File: src/hw/rtl/dhfk_pkg.sv
// shared types, constants and rounding helpers of the five-joint forward kinematics core
package dhfk_pkg;

   localparam int ANGLE_W = 16;
   localparam int LEN_W   = 10;
   localparam int ROT_W   = 16;
   localparam int POS_W   = 13;
   localparam int FRAC    = 20;
   localparam int TRIG_W  = 22;   // q.20 sine or cosine, magnitude up to about 1
   localparam int ENT_W   = 24;   // q.20 chained rotation entry
   localparam int TR_W    = 36;   // translation in 2^-20 mm
   localparam int CX_W    = 34;   // cordic x/y, q2.30 plus headroom
   localparam int CZ_W    = 34;
   localparam int ATAN_N  = 24;
   localparam int NUM_JOINTS = 5;

   localparam logic [1:0] CSR_BASE_HEIGHT = 2'd0;
   localparam logic [1:0] CSR_UPPER_ARM   = 2'd1;
   localparam logic [1:0] CSR_FOREARM     = 2'd2;
   localparam logic [1:0] CSR_HAND_OFFSET = 2'd3;

   localparam logic [CX_W-1:0] CORDIC_X0 = CX_W'(34'h026DD3B6A);

   typedef logic signed [CX_W-1:0]   cordic_word_type;
   typedef logic signed [CZ_W-1:0]   cordic_angle_type;
   typedef logic signed [TRIG_W-1:0] trig_type;
   typedef logic signed [ENT_W-1:0]  ent_type;
   typedef logic signed [TR_W-1:0]   tr_type;

   typedef struct packed {
      ent_type [2:0][2:0] r;
      tr_type  [2:0]      t;
   } frame_type;

   typedef struct packed {
      logic [LEN_W-1:0] d1;
      logic [LEN_W-1:0] a2;
      logic [LEN_W-1:0] a3;
      logic [LEN_W-1:0] d5;
   } link_cfg_type;

   function automatic cordic_angle_type atan_entry(input int idx);
      logic [31:0] t;
      unique case (idx)
         0: t = 32'h20000000;  1: t = 32'h12E4051E;  2: t = 32'h09FB385B;
         3: t = 32'h051111D4;  4: t = 32'h028B0D43;  5: t = 32'h0145D7E1;
         6: t = 32'h00A2F61E;  7: t = 32'h00517C55;  8: t = 32'h0028BE53;
         9: t = 32'h00145F2F; 10: t = 32'h000A2F98; 11: t = 32'h000517CC;
         12: t = 32'h00028BE6; 13: t = 32'h000145F3; 14: t = 32'h0000A2FA;
         15: t = 32'h0000517D; 16: t = 32'h000028BE; 17: t = 32'h0000145F;
         18: t = 32'h00000A30; 19: t = 32'h00000518; 20: t = 32'h0000028C;
         21: t = 32'h00000146; 22: t = 32'h000000A3; 23: t = 32'h00000051;
         default: t = 32'h0;
      endcase
      return CZ_W'(t);
   endfunction

   // round half away from zero, shift by 20, 64-bit signed input
   function automatic logic signed [63:0] round_q20(input logic signed [63:0] v);
      logic signed [63:0] mag;
      mag = v[63] ? -v : v;
      mag = (mag + 64'sd524288) >>> FRAC;
      return v[63] ? -mag : mag;
   endfunction

   function automatic logic signed [63:0] round_sh(input logic signed [63:0] v,
                                                   input int s);
      logic signed [63:0] mag;
      logic signed [63:0] half;
      half = 64'sd1 <<< (s - 1);
      mag  = v[63] ? -v : v;
      mag  = (mag + half) >>> s;
      return v[63] ? -mag : mag;
   endfunction

endpackage

File: src/hw/rtl/dhfk_cordic_lane.sv
// pipelined cordic lane: one joint angle to q.20 cosine and sine
module dhfk_cordic_lane #(
   parameter int STAGES = 16
) (
   input  logic                        clock,
   input  logic                        en,
   input  logic [dhfk_pkg::ANGLE_W-1:0] angle,
   output dhfk_pkg::trig_type          cos_q,
   output dhfk_pkg::trig_type          sin_q
);
   import dhfk_pkg::*;

   localparam int RUN = (STAGES < ATAN_N) ? STAGES : ATAN_N;

   cordic_word_type  x_ff [RUN+1];
   cordic_word_type  y_ff [RUN+1];
   cordic_angle_type z_ff [RUN+1];
   logic [1:0]       q_ff [RUN+1];
   trig_type         cos_ff, sin_ff;
   cordic_word_type  x_in [RUN+1];
   cordic_word_type  y_in [RUN+1];
   cordic_angle_type z_in [RUN+1];
   trig_type         cos_in, sin_in;
   trig_type         c_r, s_r;

   assign x_in[0] = CORDIC_X0;
   assign y_in[0] = '0;
   assign z_in[0] = cordic_angle_type'({angle[13:0], 16'h0});

   for (genvar i = 0; i < RUN; i++) begin : g_stage
      always_comb begin
         if (!z_ff[i][CZ_W-1]) begin
            x_in[i+1] = x_ff[i] - (y_ff[i] >>> i);
            y_in[i+1] = y_ff[i] + (x_ff[i] >>> i);
            z_in[i+1] = z_ff[i] - atan_entry(i);
         end else begin
            x_in[i+1] = x_ff[i] + (y_ff[i] >>> i);
            y_in[i+1] = y_ff[i] - (x_ff[i] >>> i);
            z_in[i+1] = z_ff[i] + atan_entry(i);
         end
      end
   end

   always_comb begin
      c_r = TRIG_W'(round_sh(64'(x_ff[RUN]), 30 - FRAC));
      s_r = TRIG_W'(round_sh(64'(y_ff[RUN]), 30 - FRAC));
      unique case (q_ff[RUN])
         2'd0: begin cos_in = c_r;  sin_in = s_r;  end
         2'd1: begin cos_in = -s_r; sin_in = c_r;  end
         2'd2: begin cos_in = -c_r; sin_in = -s_r; end
         default: begin cos_in = s_r; sin_in = -c_r; end
      endcase
   end

   always_ff @(posedge clock) begin
      if (en) begin
         x_ff[0] <= x_in[0];
         y_ff[0] <= y_in[0];
         z_ff[0] <= z_in[0];
         q_ff[0] <= angle[15:14];
         for (int i = 0; i < RUN; i++) begin
            x_ff[i+1] <= x_in[i+1];
            y_ff[i+1] <= y_in[i+1];
            z_ff[i+1] <= z_in[i+1];
            q_ff[i+1] <= q_ff[i];
         end
         cos_ff <= cos_in;
         sin_ff <= sin_in;
      end
   end

   assign cos_q = cos_ff;
   assign sin_q = sin_ff;
endmodule

File: config.mk
export PLATFORM = sky130hd
export DESIGN_NAME = dhfk_cordic_lane
export DESIGN_NICKNAME = d
export VERILOG_FILES = /design/src/hw/rtl/dhfk_pkg.sv /design/src/hw/rtl/dhfk_cordic_lane.sv
export SDC_FILE = /design/constraint.sdc
export NUM_CORES = 2
export LEC_CHECK = 0
export BUFFER_PORTS_ARGS = -buffer_cell sky130_fd_sc_hd__buf_2
export CAP_MARGIN = 5
export CORE_AREA = 2 2 805 406
export DETAILED_ROUTE_END_ITERATION = 8
export DIE_AREA = 0 0 807 408
export HOLD_SLACK_MARGIN = 0.02
export MAX_ROUTING_LAYER = met4
export PLACE_DENSITY = 0.55
export SLEW_MARGIN = 20
export SYNTH_ARGS = -nofsm -noshare
export SYNTH_HDL_FRONTEND = slang
export SYNTH_SLANG_ARGS = --single-unit
File: constraint.sdc
create_clock -name clock -period 7.35 [get_ports clock]
set_input_delay 0.735 -clock clock [delete_from_list [all_inputs] [get_ports clock]]
set_output_delay 0.735 -clock clock [all_outputs]
set_load 0.005 [all_outputs]
==> results.md <==
* Core area at around 320000 sq um
* Clk slew on worst S/H paths at roughly 60 ps
* Top-area cell type share of the netlist area at ~36%
* Ports at between 60 and 70
* Drt first-iter violations at about 12000
* Post-synth EDFFs at 1471
* Run status: complete, no violations
* Critical Path AT at ~7600 ps
* Max-cap violations at 0
* DRT Wirelength at ~370000 um
* First-pass GRT wire length at 562000 um
* GRT overflow at 0
* Worst-Skew Late Latency at just under 900 ps
* Total GRT Usage at 22.7%
* CP Max Fanout at 7
* Nets at between 10000 and 15000
* Post CTS Setup Buffer Count at 0
* Setup crit start kind: register
* Worst EP required at between 7000 and 8000 ps
* Placed Cells at 17100
* Setup CP Type: reg -> reg
* Cell Rows at ~150
* Vias in the first global route at just under 90000
* Number of synthesized register bits at around 1500
* Final Slew Violations at 0
* Top-count cell post-synth: edfxtp_1
* H-tree depth at 4
* Buffers on Ports at 61
* Final Non-Filler Cells at 17400
* Fmax at between 100 and 150 MHz
* DP Wirelength at ~300000 um
* Crit path time final at roughly 7000 ps
* CTS Sinks at roughly 1500
* Min-Delay Path Class: in -> reg
* Number of buffers created by CTS at about 170
* Asr flop ratio synth at 0%
* Final Cycle Share at 95.1%
* Routed vias/inst at ~5.7
* Routed length per instance at 21.5 um
* Setup crit end kind: register
* Die width at 807 um
* GP Congestion at ~0.98
* Most frequent cells after synthesis: edfxtp_1 (1471), ha_1 (1331), xnor2_1 (1275)
* Cell Area, Synth at around 120000 sq um
* Top FF cell, synth: edfxtp_1
* RSZ-0062 raised after global routing: false
* Initial antenna violation count at 22
* CTS tree: done
* Share of cells above drive strength 1 at 5.48%
* Syn avg cell area at 9.61 sq um
* Slew @ Worst Pin at between 1000 and 1500 ps
* Clock Skew at 43.6 ps
* Synth warn at 0
* Worst r2r src: x_ff[4][43]
* End of the critical path: y_ff[0][373]
* Worst R2R Path Depth at 22
* Cell variety after synth at approximately 120
* Max-slew headroom at 9.81%
* Sequential share of the synthesized area at ~36%
* Sequential Area at roughly 44000 sq um
* Vias at 98300
* Initial core utilization at around 38%
* Largest net degree at the start of global routing at 156
* Register-to-register setup slack at about 360 ps
* Setup_tns at 0 ps
* Die ar. at 329000 sq um
* Final setup violation count at 0
* Post-Syn Instances at roughly 13000
* Die Ht at about 410 um
* Layout Area Growth over Synthesis at 9.77%
* Fillers at roughly 31000
* DRT Pass-1 Iters at 9
* Cell taking the most area after synthesis: edfxtp_1
* R2R Path End: y_ff[0][373]
* Resized Gates After CTS at 0
* Crit path launch: x_ff[4][43]
* DRC viols at 0
* Multi-input gate area at ~75000 sq um
* Antenna-violating nets left at 0
* Final hold vios at 0
* Longest Clk Path Bufs at 4
* Synth top area cells: edfxtp_1 (36%), ha_1 (14%), xnor2_1 (9.1%)
* Clock root buffer: clkbuf_16
-- sequential cells by signal, indices dropped and copies added (netlist names) --
signal	flops
cos_q	22
q_ff	34
sin_q	22
x_ff	474
y_ff	476
z_ff	443
-- worst min-delay path by stage --
stage / start / endpoint / slack [ps] / cells after the start
floorplan: q_ff[0][8] / q_ff[0][10] / 400 / 0
global placement: q_ff[0][20] / q_ff[0][22] / 400 / 0
detailed placement: q_ff[0][10] / q_ff[0][12] / 400 / 0
CTS: angle[3] / z_ff[0][19] / 30 / 1
global route: angle[3] / z_ff[0][19] / 50 / 1
finish: angle[3] / z_ff[0][19] / 140 / 1
-- layout make-up --
cell class                 instances  area share [%]
clock buffer                     204            3.27
timing repair buffer             255            1.46
multi-input combinational      10500            56.0
inverter                         538            1.51
sequential                      1471            32.9
tap                             4350            4.06
clock inverter                    86           0.769
antenna                            5         0.00933
-- through the flow --
stage / util, % / hold WS (ps) / setup WS (ps) / cell area [sq um]
finish: 41.5 / 139 / 361 / 134000
detailed placement: 39.8 / 405 / 576 / 129000
CTS: 41.5 / 27.9 / 553 / 134000
global placement: 39.8 / 400 / 610 / 129000
global route: 41.5 / 51.2 / 153 / 134000
floorplan: - / 400 / 93.9 / 122000
-- placed cells by master, fill, tap and decap left out, types with 119 or more instances in the layout --
cell type / instances
nand2b_1: 172
nand2_1: 661
xnor2_1: 1273
o21a_1: 198
and2_1: 119
inv_1: 531
xor2_1: 553
edfxtp_1: 1471
o21bai_1: 163
nor2b_1: 163
a21oi_1: 1226
nand3_1: 252
o21ai_0: 536
or3_1: 135
buf_4: 168
nor3_1: 440
clkbuf_16: 170
a21o_1: 364
ha_1: 1331
a31oi_1: 165
nor2_1: 1215
-- critical path, stage by stage (launching register included) --
cell       delay [ps]
edfxtp_1          550
inv_1             140
ha_1              200
nand2_1            70
nor3_1            220
nand2b_1          150
nor2_1            110
nor2_1             60
xnor2_1           490
ha_1              360
nand4_1           140
a2111oi_0         920
o21ai_0           330
a31oi_1           780
o21ai_0           350
o21ai_0           440
a31oi_1           320
o2111ai_1         290
a21oi_1           130
o21bai_1          200
a41oi_1           160
a21oi_1           230
xnor2_1           100
-- layer usage --
| layer | up-vias | GRT usage (%) | share of wire [%] |
|---|---|---|---|
| li1 | 47600 | - | - |
| met1 | 46700 | 42.2 | 59 |
| met2 | 3871 | 19.8 | 26 |
| met3 | 241 | 8.11 | 14 |
| met4 | 0 | 2.28 | 0.90 |
| met5 | - | - | 0 |
-- kinds of logic after synthesis --
kind of cell,share of synthesized area (%)
AOI/OAI and AO/OA,18.0
xor gates and xnor gates,13.2
adders and majority gates,14.2
buffers and inverters,2.42
DFF,36.1
muxes,1.27
other,0.00307
and+or+nand+nor,14.8
-- timing repair --
item,in CTS,in global routing
hold endpoints to repair,15,0
setup endpoints to repair,0,0
hold buffers,15,0
Power is not shown: default switching activity piles up to over one toggle a cycle in this logic, so the estimate is an artifact.
